**src/design/u2c_pkg.sv**
```systemverilog
// ----------------------------------------------------------------------------
// u2c_pkg: shared types and constants of the UTF-8 to codepage converter
// Word formats, kind codes, decode limits and the token that travels down
// the row of table cells.
// ----------------------------------------------------------------------------
package u2c_pkg;

  // Table geometry. Each cell holds CELL_ENTRIES consecutive slots.
  localparam int TABLE_ENTRIES = 128;
  localparam int SLOT_W        = 7;
  localparam int CELL_SEL_W    = 3;
  localparam int CELL_ENTRIES  = 1 << CELL_SEL_W;
  localparam int CELL_ID_W     = SLOT_W - CELL_SEL_W;
  localparam int NUM_CELLS     = (TABLE_ENTRIES + CELL_ENTRIES - 1) / CELL_ENTRIES;

  localparam int CODE_W = 21;
  localparam int BYTE_W = 8;
  localparam int KIND_W = 2;

  // Input kind codes.
  localparam logic [KIND_W-1:0] KIND_LOAD = 2'd0;
  localparam logic [KIND_W-1:0] KIND_TEXT = 2'd1;
  localparam logic [KIND_W-1:0] KIND_END  = 2'd2;

  // Result kind codes.
  localparam logic [KIND_W-1:0] RES_CONV    = 2'd0;
  localparam logic [KIND_W-1:0] RES_INVALID = 2'd1;
  localparam logic [KIND_W-1:0] RES_SUMMARY = 2'd2;

  // Lead byte ranges and code point limits.
  localparam logic [BYTE_W-1:0] LEAD2_LO   = 8'hc2;
  localparam logic [BYTE_W-1:0] LEAD2_HI   = 8'hdf;
  localparam logic [BYTE_W-1:0] LEAD3_LO   = 8'he0;
  localparam logic [BYTE_W-1:0] LEAD3_HI   = 8'hef;
  localparam logic [BYTE_W-1:0] LEAD4_LO   = 8'hf0;
  localparam logic [BYTE_W-1:0] LEAD4_HI   = 8'hf4;
  localparam logic [1:0]        CONT_TAG   = 2'b10;
  localparam logic [BYTE_W-1:0] ASCII_END  = 8'h80;
  localparam logic [BYTE_W-1:0] SPACE_CHAR = 8'h20;
  localparam logic [CODE_W-1:0] CODE_MAX   = 21'h10ffff;
  localparam logic [CODE_W-1:0] SURR_LO    = 21'h00d800;
  localparam logic [CODE_W-1:0] SURR_HI    = 21'h00dfff;
  localparam logic [CODE_W-1:0] BOM_CODE   = 21'h00feff;
  localparam logic [CODE_W-1:0] LOST_MAX   = 21'd1048576;

  // Minimum class codes of a multi-byte sequence.
  localparam logic [1:0] CLS_NONE  = 2'd0;
  localparam logic [1:0] CLS_TWO   = 2'd1;
  localparam logic [1:0] CLS_THREE = 2'd2;
  localparam logic [1:0] CLS_FOUR  = 2'd3;

  typedef struct packed {
    logic [KIND_W-1:0] kind;
    logic [SLOT_W-1:0] entry_index;
    logic [CODE_W-1:0] entry_code;
    logic [BYTE_W-1:0] text_byte;
  } in_word_t;

  typedef struct packed {
    logic [KIND_W-1:0] result_kind;
    logic [BYTE_W-1:0] out_byte;
    logic [CODE_W-1:0] lost_count;
    logic              failed;
  } out_word_t;

  typedef enum logic [1:0] {
    TOK_LOAD,
    TOK_LOOKUP,
    TOK_DIRECT
  } tok_op_t;

  // Token handed from cell to cell, one per accepted word that has an effect.
  typedef struct packed {
    logic              vld;
    tok_op_t           op;
    logic [KIND_W-1:0] rkind;
    logic [BYTE_W-1:0] byte_val;
    logic              failed;
    logic [SLOT_W-1:0] slot;
    logic [CODE_W-1:0] code;
    logic              hit;
  } token_t;

  // Smallest legal code point of a sequence of the given class.
  function automatic logic [CODE_W-1:0] min_code(input logic [1:0] cls);
    logic [CODE_W-1:0] m;
    case (cls)
      CLS_TWO:   m = 21'h000080;
      CLS_THREE: m = 21'h000800;
      default:   m = 21'h010000;
    endcase
    return m;
  endfunction

endpackage

```
**src/design/u2c_decoder.sv**
```systemverilog
// ----------------------------------------------------------------------------
// u2c_decoder: UTF-8 validation and decode front end
// Checks and assembles code points, tracks the per-text state and issues
// one token per word that has an effect into the head of the cell row.
// ----------------------------------------------------------------------------
module u2c_decoder (
  input  logic              clk,
  input  logic              rst,
  input  logic              adv,
  input  logic              item_valid,
  input  u2c_pkg::in_word_t item,
  output u2c_pkg::token_t   tok
);

  logic [u2c_pkg::CODE_W-1:0] partial, partial_next;
  logic [1:0]                 pending, pending_next;
  logic [1:0]                 cls, cls_next;
  logic                       any_output, any_output_next;
  logic                       error_seen, error_seen_next;
  u2c_pkg::token_t            tok_next;

  logic                       accept;
  logic [u2c_pkg::BYTE_W-1:0] b;
  logic [u2c_pkg::CODE_W-1:0] cp_join;
  logic                       emit_req;
  logic [u2c_pkg::CODE_W-1:0] emit_cp;
  logic                       err_req;

  assign accept  = item_valid && adv;
  assign b       = item.text_byte;
  assign cp_join = {partial[u2c_pkg::CODE_W-7:0], b[5:0]};

  // Decode of one accepted word.
  always_comb begin
    partial_next    = partial;
    pending_next    = pending;
    cls_next        = cls;
    any_output_next = any_output;
    error_seen_next = error_seen;
    tok_next        = '0;
    tok_next.op     = u2c_pkg::TOK_DIRECT;
    emit_req        = 1'b0;
    emit_cp         = '0;
    err_req         = 1'b0;

    if (accept) begin
      case (item.kind)
        u2c_pkg::KIND_LOAD: begin
          if ({1'b0, item.entry_index} < (u2c_pkg::SLOT_W + 1)'(u2c_pkg::TABLE_ENTRIES)) begin
            tok_next.vld  = 1'b1;
            tok_next.op   = u2c_pkg::TOK_LOAD;
            tok_next.slot = item.entry_index;
            tok_next.code = item.entry_code;
          end
        end
        u2c_pkg::KIND_TEXT: begin
          if (!error_seen) begin
            if (pending != 2'd0) begin
              if (b[7:6] != u2c_pkg::CONT_TAG) begin
                err_req = 1'b1;
              end else begin
                partial_next = cp_join;
                pending_next = pending - 2'd1;
                if (pending == 2'd1) begin
                  cls_next = u2c_pkg::CLS_NONE;
                  if (cp_join < u2c_pkg::min_code(cls) || cp_join > u2c_pkg::CODE_MAX ||
                      (cp_join >= u2c_pkg::SURR_LO && cp_join <= u2c_pkg::SURR_HI)) begin
                    err_req = 1'b1;
                  end else begin
                    emit_req = 1'b1;
                    emit_cp  = cp_join;
                  end
                end
              end
            end else if (b == '0) begin
              err_req = 1'b1;
            end else if (b < u2c_pkg::ASCII_END) begin
              emit_req = 1'b1;
              emit_cp  = u2c_pkg::CODE_W'(b);
            end else if (b inside {[u2c_pkg::LEAD2_LO:u2c_pkg::LEAD2_HI]}) begin
              partial_next = u2c_pkg::CODE_W'(b[4:0]);
              pending_next = 2'd1;
              cls_next     = u2c_pkg::CLS_TWO;
            end else if (b inside {[u2c_pkg::LEAD3_LO:u2c_pkg::LEAD3_HI]}) begin
              partial_next = u2c_pkg::CODE_W'(b[3:0]);
              pending_next = 2'd2;
              cls_next     = u2c_pkg::CLS_THREE;
            end else if (b inside {[u2c_pkg::LEAD4_LO:u2c_pkg::LEAD4_HI]}) begin
              partial_next = u2c_pkg::CODE_W'(b[2:0]);
              pending_next = 2'd3;
              cls_next     = u2c_pkg::CLS_FOUR;
            end else begin
              err_req = 1'b1;
            end
          end
        end
        u2c_pkg::KIND_END: begin
          tok_next.vld    = 1'b1;
          tok_next.op     = u2c_pkg::TOK_DIRECT;
          tok_next.rkind  = u2c_pkg::RES_SUMMARY;
          tok_next.failed = error_seen || (pending != 2'd0);
          partial_next    = '0;
          pending_next    = 2'd0;
          cls_next        = u2c_pkg::CLS_NONE;
          any_output_next = 1'b0;
          error_seen_next = 1'b0;
        end
        default: begin
        end
      endcase
    end

    // An error drops the sequence and is reported once.
    if (err_req) begin
      error_seen_next = 1'b1;
      pending_next    = 2'd0;
      cls_next        = u2c_pkg::CLS_NONE;
      partial_next    = '0;
      tok_next.vld    = 1'b1;
      tok_next.op     = u2c_pkg::TOK_DIRECT;
      tok_next.rkind  = u2c_pkg::RES_INVALID;
      tok_next.failed = 1'b1;
    end

    // A finished code point; a BOM before any output is dropped.
    if (emit_req && !(emit_cp == u2c_pkg::BOM_CODE && !any_output)) begin
      any_output_next = 1'b1;
      tok_next.vld    = 1'b1;
      tok_next.rkind  = u2c_pkg::RES_CONV;
      if (emit_cp < u2c_pkg::CODE_W'(u2c_pkg::ASCII_END)) begin
        tok_next.op       = u2c_pkg::TOK_DIRECT;
        tok_next.byte_val = emit_cp[u2c_pkg::BYTE_W-1:0];
      end else begin
        tok_next.op       = u2c_pkg::TOK_LOOKUP;
        tok_next.code     = emit_cp;
        tok_next.byte_val = u2c_pkg::SPACE_CHAR;
      end
    end
  end

  // State and head token registers.
  always_ff @(posedge clk) begin
    if (rst) begin
      partial    <= '0;
      pending    <= 2'd0;
      cls        <= u2c_pkg::CLS_NONE;
      any_output <= 1'b0;
      error_seen <= 1'b0;
      tok.vld    <= 1'b0;
    end else if (adv) begin
      partial    <= partial_next;
      pending    <= pending_next;
      cls        <= cls_next;
      any_output <= any_output_next;
      error_seen <= error_seen_next;
      tok        <= tok_next;
    end
  end

  // An open sequence always has a class, and an error closes any sequence.
  a_pending_has_class: assert property (@(posedge clk) disable iff (rst)
    (pending != 2'd0) |-> (cls != u2c_pkg::CLS_NONE))
    else $error("open sequence without minimum class");

  a_error_no_pending: assert property (@(posedge clk) disable iff (rst)
    error_seen |-> (pending == 2'd0))
    else $error("sequence still open after an error");

endmodule

```
**src/design/u2c_cell.sv**
```systemverilog
// ----------------------------------------------------------------------------
// u2c_cell: one cell of the code table row
// Holds a group of table slots, takes loads addressed to it and matches
// lookups against its slots, then passes the token to the next cell.
// ----------------------------------------------------------------------------
module u2c_cell (
  input  logic                          clk,
  input  logic                          rst,
  input  logic                          adv,
  input  logic [u2c_pkg::CELL_ID_W-1:0] cell_id,
  input  u2c_pkg::token_t               tok_in,
  output u2c_pkg::token_t               tok_out
);

  logic [u2c_pkg::CODE_W-1:0] entry [u2c_pkg::CELL_ENTRIES];
  u2c_pkg::token_t            tok_next;
  logic                       load_here;

  assign load_here = tok_in.vld && (tok_in.op == u2c_pkg::TOK_LOAD) &&
                     (tok_in.slot[u2c_pkg::SLOT_W-1:u2c_pkg::CELL_SEL_W] == cell_id);

  // Slot storage, written by loads that belong to this cell.
  always_ff @(posedge clk) begin
    if (adv && load_here) begin
      entry[tok_in.slot[u2c_pkg::CELL_SEL_W-1:0]] <= tok_in.code;
    end
  end

  // First matching slot of this cell; lower slots win.
  always_comb begin
    tok_next = tok_in;
    if (tok_in.vld && tok_in.op == u2c_pkg::TOK_LOOKUP && !tok_in.hit) begin
      for (int j = u2c_pkg::CELL_ENTRIES - 1; j >= 0; j--) begin
        if (entry[j] == tok_in.code &&
            {1'b0, cell_id, u2c_pkg::CELL_SEL_W'(j)} <
            (u2c_pkg::SLOT_W + 1)'(u2c_pkg::TABLE_ENTRIES)) begin
          tok_next.hit      = 1'b1;
          tok_next.byte_val = {1'b1, cell_id, u2c_pkg::CELL_SEL_W'(j)};
        end
      end
    end
  end

  // Hand the token to the neighbor.
  always_ff @(posedge clk) begin
    if (rst) begin
      tok_out.vld <= 1'b0;
    end else if (adv) begin
      tok_out <= tok_next;
    end
  end

endmodule

```
**src/design/u2c_result.sv**
```systemverilog
// ----------------------------------------------------------------------------
// u2c_result: result stage of the converter
// Keeps the lost counter, forms result words from tokens leaving the cell
// row and holds them in the output register until taken.
// ----------------------------------------------------------------------------
module u2c_result (
  input  logic               clk,
  input  logic               rst,
  input  u2c_pkg::token_t    tok_in,
  input  logic               result_ready,
  output logic               result_valid,
  output u2c_pkg::out_word_t result,
  output logic               adv
);

  logic [u2c_pkg::CODE_W-1:0] lost, lost_next;
  logic                       is_lookup;
  logic                       is_summary;

  // The whole row moves when the output register is free or being emptied.
  assign adv        = !result_valid || result_ready;
  assign is_lookup  = tok_in.vld && (tok_in.op == u2c_pkg::TOK_LOOKUP);
  assign is_summary = tok_in.vld && (tok_in.op == u2c_pkg::TOK_DIRECT) &&
                      (tok_in.rkind == u2c_pkg::RES_SUMMARY);

  // Saturating count of characters replaced by a space.
  always_comb begin
    lost_next = lost;
    if (is_lookup && !tok_in.hit && lost < u2c_pkg::LOST_MAX) begin
      lost_next = lost + 21'd1;
    end
  end

  // Output register and lost counter.
  always_ff @(posedge clk) begin
    if (rst) begin
      result_valid <= 1'b0;
      lost         <= '0;
    end else if (adv) begin
      lost <= is_summary ? '0 : lost_next;
      if (tok_in.vld && tok_in.op != u2c_pkg::TOK_LOAD) begin
        result_valid       <= 1'b1;
        result.result_kind <= tok_in.rkind;
        result.out_byte    <= tok_in.byte_val;
        result.lost_count  <= lost_next;
        result.failed      <= tok_in.failed;
      end else begin
        result_valid <= 1'b0;
      end
    end
  end

  a_lost_bound: assert property (@(posedge clk) disable iff (rst)
    lost <= u2c_pkg::LOST_MAX)
    else $error("lost counter past its limit");

  a_summary_clears: assert property (@(posedge clk) disable iff (rst)
    (adv && is_summary) |=> (lost == '0))
    else $error("lost counter not cleared by summary");

endmodule

```
**src/design/utf8_to_codepage_converter_core.sv**
```systemverilog
// Path: the decoder register takes an accepted word, then the row of 16 table cells of the
// 128-slot table and the output register each register it in turn. Throughput: one word
// per cycle; a stalled output holds the whole cell row. Reset clears the decode state, the
// lost counter and every token valid bit; the code table is not cleared and reads as
// undefined until loaded.
// ----------------------------------------------------------------------------
// utf8_to_codepage_converter_core: UTF-8 to 8-bit codepage converter
// Decodes and checks UTF-8 text and maps each code point to one byte by a
// systolic search through a row of table cells.
// ----------------------------------------------------------------------------
module utf8_to_codepage_converter_core (
  input  logic               clk,
  input  logic               rst,
  input  logic               item_valid,
  output logic               item_ready,
  input  u2c_pkg::in_word_t  item,
  output logic               result_valid,
  input  logic               result_ready,
  output u2c_pkg::out_word_t result
);

  logic            adv;
  u2c_pkg::token_t chain [u2c_pkg::NUM_CELLS + 1];

  assign item_ready = adv;

  // Decode front end feeds the head of the row.
  u2c_decoder u_decoder (
    .clk        (clk),
    .rst        (rst),
    .adv        (adv),
    .item_valid (item_valid),
    .item       (item),
    .tok        (chain[0])
  );

  // Row of table cells.
  for (genvar i = 0; i < u2c_pkg::NUM_CELLS; i++) begin : g_cell
    u2c_cell u_cell (
      .clk     (clk),
      .rst     (rst),
      .adv     (adv),
      .cell_id (u2c_pkg::CELL_ID_W'(i)),
      .tok_in  (chain[i]),
      .tok_out (chain[i+1])
    );
  end

  // Result stage at the tail of the row.
  u2c_result u_result (
    .clk          (clk),
    .rst          (rst),
    .tok_in       (chain[u2c_pkg::NUM_CELLS]),
    .result_ready (result_ready),
    .result_valid (result_valid),
    .result       (result),
    .adv          (adv)
  );

endmodule
```
**config.mk**
```make
export PLATFORM = sky130hd
export DESIGN_NAME = utf8_to_codepage_converter_core
export DESIGN_NICKNAME = d
export VERILOG_FILES = /design/src/design/u2c_pkg.sv /design/src/design/u2c_decoder.sv /design/src/design/u2c_cell.sv /design/src/design/u2c_result.sv /design/src/design/utf8_to_codepage_converter_core.sv
export SDC_FILE = /design/constraint.sdc
export NUM_CORES = 2
export LEC_CHECK = 0
export BUFFER_PORTS_ARGS = -buffer_cell sky130_fd_sc_hd__buf_2
export CORE_MARGIN = 2
export CORE_UTILIZATION = 40
export CTS_CLUSTER_SIZE = 14
export DETAILED_ROUTE_END_ITERATION = 12
export HOLD_SLACK_MARGIN = 0.06
export PLACE_DENSITY = 0.55
export SYNTH_ARGS = -nofsm -noshare
export SYNTH_HDL_FRONTEND = slang
export SYNTH_SLANG_ARGS = --single-unit
```
**constraint.sdc**
```tcl
create_clock -name clk -period 62.6 [get_ports clk]
set_input_delay 0 -clock clk [delete_from_list [all_inputs] [get_ports clk]]
set_output_delay 0 -clock clk [all_outputs]
set_load 0.01 [all_outputs]
```
## Word level (Yosys, flattened, before mapping)

Memories as Yosys holds them, arrays and structs flattened.
Index checks and enable logic that the tools add are counted.

| storage, ports and cells | value |
|---|---|
| register bits after elaboration | 777 |
| output and inout port bits | 34 |
| bits of input ports | 42 |
| RAM bits | 2,688 |
| memories kept | 16 |

| cells by class | value |
|---|---|
| add/subtract/negate cells | 2 |
| bitwise logic cells | 2 |
| eq/ne operators | 175 |
| $lt $le $gt $ge | 13 |
| mux-type cells | 404 |
| reduce and logical (&&, ||, !) cells | 150 |

Memories:

| name | depth | bits a word | read ports | clocked after memory_dff | write ports | RTL line | source |
|---|---|---|---|---|---|---|---|
| g_cell[0].u_cell.entry | 8 | 21 | 8 | 0 | 1 | u2c_cell.sv:15 | `logic [u2c_pkg::CODE_W-1:0] entry [u2c_pkg::CELL_ENTRIES];` |
| g_cell[10].u_cell.entry | 8 | 21 | 8 | 0 | 1 | u2c_cell.sv:15 |  |
| g_cell[11].u_cell.entry | 8 | 21 | 8 | 0 | 1 | u2c_cell.sv:15 |  |
| g_cell[12].u_cell.entry | 8 | 21 | 8 | 0 | 1 | u2c_cell.sv:15 |  |
| g_cell[13].u_cell.entry | 8 | 21 | 8 | 0 | 1 | u2c_cell.sv:15 |  |
| g_cell[14].u_cell.entry | 8 | 21 | 8 | 0 | 1 | u2c_cell.sv:15 |  |
| 10 more memories | - | - | - | - | - | - |  |

Operators by type and width:

| operator | number |
|---|---|
| $eq A21 B21 Y1 | 128 |
| $mux W8 | 146 |
| $mux W21 | 18 |
| $mux W1 | 202 |
| $mux W15 | 10 |
| $logic_and A1 B1 Y1 | 92 |
| $eq A2 B1 Y1 const B | 20 |
| $mux W2 | 18 |
| $logic_not A2 Y1 | 17 |
| $pmux W17 S2 | 1 |
| $eq A4 B4 Y1 const B | 8 |
| $pmux W15 S2 | 1 |
| $mux W29 | 1 |
| $mux W28 | 1 |
| $ge A8 B8 Y1 const B | 3 |
| $le A8 B8 Y1 const B | 3 |
| $add A21 B1 Y21 const B | 1 |
| $eq A21 B16 Y1 const B | 1 |
| $ge A21 B16 Y1 const B | 1 |
| $gt A21 B21 Y1 const B | 1 |
| $le A21 B16 Y1 const B | 1 |
| $lt A21 B21 Y1 | 1 |
| $lt A21 B21 Y1 const B | 1 |
| $lt A21 B8 Y1 const B | 1 |
| 27 further kinds | 69 |

## Logic depth before layout (Yosys ltp)

| depth | value |
|---|---|
| word-level depth | 24 |
| mapped depth | 12 |
| depth with buffers taken out | 10 |

## By module

A second synthesis with hierarchy kept.

| second synthesis, totals | value |
|---|---|
| cell total of the unflattened synthesis | 8,616 |
| area total of the unflattened synthesis | 145,296.9 um^2 |

Modules (own cells, without submodules):

| module | cells an instance | seq. area each (um^2) | instances | area each (um^2) |
|---|---|---|---|---|
| u2c_cell | 511 | 6,326.1 | 16 | 8,755.9 |
| u2c_decoder | 240 | 1,671.6 | 1 | 2,871.5 |
| u2c_result | 198 | 1,401.3 | 1 | 2,323.5 |
| utf8_to_codepage_converter_core | 2 | 0.0 | 1 | 7.5 |

## Least setup slack after synthesis

Ideal clock, no wire load.

| path | value |
|---|---|
| kind | reg2reg |
| start point | register u_result.result_valid |
| end point | register g_cell[0].u_cell.tok_out[0] (netlist bit) (enable) |
| clock period less this slack | 31,164 ps |
| slack | 31,436 ps |
| stages on the path, launching flop included | 6 |
| data arrival time | 29,408 ps |
| setup time | 1,756 ps |
| required time | 60,844 ps |
| buffers on the path | 3 |
| cell sequence | dfxtp_1 nor2b_1 clkbuf_1 clkbuf_1 buf_1 nor2_1 |

| between the ends | value |
|---|---|
| longest elaborated chain between the ends | 3 |

RTL lines:

| item | RTL line | source |
|---|---|---|
| start, declared | u2c_result.sv:11 | `output logic result_valid,` |
| start signal, assigned | u2c_result.sv:37 | `result_valid <= 1'b0;` |
| start signal, assigned | u2c_result.sv:42 | `result_valid <= 1'b1;` |
| start signal, assigned | u2c_result.sv:48 | `result_valid <= 1'b0;` |
| $logic_not A1 Y1 | u2c_result.sv:21 | `assign adv = !result_valid \|\| result_ready;` |
| $logic_or A1 B1 Y1 | u2c_result.sv:21 |  |
| $reduce_and A2 Y1 (no line) | - |  |
| end signal, assigned | u2c_cell.sv:49 | `tok_out <= tok_next;` |
| end, declared | u2c_cell.sv:12 | `output u2c_pkg::token_t tok_out` |

No other way between the ends.
A chain may end at the register's enable or synchronous reset.

## Worst setup path after layout

| path | value |
|---|---|
| start point | register u_result.result_valid |
| end point | register g_cell[1].u_cell.tok_out[21] (netlist bit) (enable) |

| between the ends | value |
|---|---|
| longest elaborated chain between the ends | 3 |

RTL lines:

| item | RTL line |
|---|---|
| $logic_not A1 Y1 | u2c_result.sv:21 |
| $logic_or A1 B1 Y1 | u2c_result.sv:21 |
| $reduce_and A2 Y1 (no line) | - |
| end signal, assigned | u2c_cell.sv:49 |
| end, declared | u2c_cell.sv:12 |

No other way between the ends.

==> flow_metrics.tcl <==
set metrics [dict create \
    status "finished clean" \
    place_area_mm2 0.148 \
    slowest_delay_ns 0.96 \
    drt_iter0_markers 4920 \
    path_cells "nor2b_4, buf_4, nor2_4, buf_4, buf_4, buf_4" \
    ys_ff_latch 3465 \
    yosys_most_used_dff "edfxtp_1" \
    worst-setup-path-type "flop to flop" \
    clock_latency_ns 0.93 \
    worst_slack_ns 58.02 \
    viasPerCell 5.08 \
    ys_seq_area_frac 0.736 \
    p_leak_nw 50.8 \
    final_common_cell "edfxtp_1" \
    fmax_mhz 218 \
    cp.required_ns 63.11 \
    nets 9185 \
    skew_ns 0.0585 \
    h-tree-depth 5 \
    wire_per_inst_um 22.1 \
    rsz0062_at_grt "false" \
    area_delta_synth_final_pct 14.5 \
    crit_path_end_kind "flop" \
    overflow 0 \
    clkTransAtPathRegs_ns 0.06 \
    die_h_um 597 \
    syn_avg_cell_area_um2 16.4 \
    crit_slowest_cell "buf_4" \
    die_area_mm2 0.356 \
    finalMaxSlewViolations 0 \
    start_kind "flop" \
    setup_violations 0 \
    fin_crit_ns 4.58 \
    vdd_drop_max_v 0.0000225 \
    synthArstFlopShare 0 \
    port-buffer-count 75 \
    fin_tns_setup_ns 0 \
    hold_path.class "primary input to flop" \
    dr.pass1.iters 6 \
    cts_made_buffers 361 \
    start_util 0.402 \
    slew_headroom 0.150 \
    netlist_area_mm2 0.141 \
    core_mm2 0.350 \
    antenna_left 0 \
    drv_cap 0 \
    hold_viol_final 0 \
    syn_inst 8554 \
    crit_path_frequent_cell "buf_4" \
    yosys.cell_types.count 78 \
    cts_tree "done" \
    root_buffer "clkbuf_16" \
    grt_max_degree 165 \
    grt_pass1_vias 72400 \
    fillCellCount 29900 \
    antenna_found_initial 7 \
    dieWidth_um 597 \
    cts_sinks 3465 \
    postLayoutCellArea_mm2 0.161 \
    grt_util_all_layers 0.172 \
    grt_pass1_wl_mm 466 \
    dp_hpwl_mm 180 \
    core.rowCount 217 \
    drc_errors 0 \
    cp_max_fo 84 \
    final_cell_mix "edfxtp_1 (3405), xnor2_1 (1708), xor2_1 (999)" \
    powerDensity_mw_per_mm2 30.4 \
    final_layout_size_suffix_gt1_frac 0.119 \
    synth_nets 8604 \
    finalCritPeriodShare 0.0732 \
    pin_count 76 \
    arrival_ns 5.09 \
    place_ws_ns 57.99 \
    cts_resized 0 \
    ys_warn_count 0 \
    clockBufferDepth 4 \
    synth_edf_count 3405 \
    vias 71200 \
    place_congestion 0.780 \
    tightest_slew_ns 1.26 \
    wirelength_mm 310 \
]
repair_timing:
action,4_1_cts,5_1_grt
hold buffers,127,0
setup buffers,0,0
endpoints found under the hold margin,152,0
worst max-delay path, delay by kind of cell, from the launching register on:
kind | cells | cell delay (ns)
buf+inv | 4 | 2.75
simple gates | 2 | 0.94
flops | 1 | 0.31
cell type report:
type | instances | area (um^2) | area share
Multi-Input combinational cell | 4671 | 35700 | 0.222
Tap cell | 4599 | 5750 | 0.0357
Sequential cell | 3465 | 103000 | 0.643
Inverter | 45 | 169 | 0.00105
Clock buffer | 470 | 9730 | 0.0604
Antenna cell | 4 | 10.0 | 0.0000622
Timing Repair Buffer | 591 | 4580 | 0.0285
Clock inverter | 181 | 1600 | 0.00991
cells in the mapped netlist, drive strengths merged (11+ instances only):
cell type,n,area [um^2]
edfxtp,3405,102000
nor3,105,531
o21ai,44,220
nand3b,23,173
a22o,16,140
and3,16,100
a21oi,87,435
a2bb2oi,15,131
buf,185,930
clkbuf,188,706
dfxtp,60,1200
nand4,460,2880
inv,45,169
and2,41,257
a22oi,13,97.6
a41oi,13,121
xor2,999,8750
nand2,166,623
nor2b,20,125
nand2b,96,601
nand3,135,681
nor4bb,11,110
nor4,337,2110
or2,33,206
xnor2,1708,15000
nor2,175,667
nand4b,13,114
nor3b,15,113
registers in the layout (all words and copies together) (netlist names):
register and flops:
g_cell.u_cell.entry 2688, g_cell.u_cell.tok_out 660, u_decoder.any_output 1, u_decoder.cls 2, u_decoder.error_seen 1, u_decoder.partial 15, u_decoder.pending 2, u_decoder.tok 42
u_result.lost 21, u_result.result 32, u_result.result_valid 1
logic make-up after synthesis:
logic type	after synthesis	synth area share
flops	3465	0.736
fa+ha+maj	8	0.000712
simple gates	1673	0.0679
mux	5	0.000374
other cells	1	0.0000267
xor+xnor	2707	0.169
compound gates	277	0.0135
buf+inv	418	0.0128
layer usage:
metal / routed length (um) / vias up / global-route usage
met2: 152000 / 1311 / 0.293
met3: 11200 / 491 / 0.0192
met1: 140000 / 36700 / 0.234
li1: - / 32800 / -
met5: 13 / - / 0
met4: 6870 / 2 / 0.0425
power breakdown:
part	total, mW	switching, mW	internal, mW
Clock	2.07	0.878	1.19
Combinational	0.218	0.139	0.0785
Sequential	2.60	0.0256	2.58
Total	4.89	1.04	3.85
path summary, 6_finish.rpt:
check,start,cells past startpoint,slack [ns],endpoint
worst min-delay path,item[4],3,0.20,u_decoder.tok[34]
worst max-delay path,u_result.result_valid,6,58.02,g_cell[1].u_cell.tok_out[21]
worst min register to register,g_cell[6].u_cell.tok_out[28],0,0.40,g_cell[7].u_cell.tok_out[28]
worst max register to register,u_result.result_valid,6,58.02,g_cell[1].u_cell.tok_out[21]
per-stage QoR:
step	power (mW)	util	instances	hold WS (ns)
after floorplan	2.80	-	8554	0.152
after global placement	2.86	0.424	13200	0.288
after detailed placement	2.87	0.424	13200	0.291
after CTS	4.95	0.460	14000	0.0844
after global routing	5.05	0.460	14000	0.172
final	4.89	0.460	14000	0.204
No activity file was read; power rests on OpenSTA's default activity.
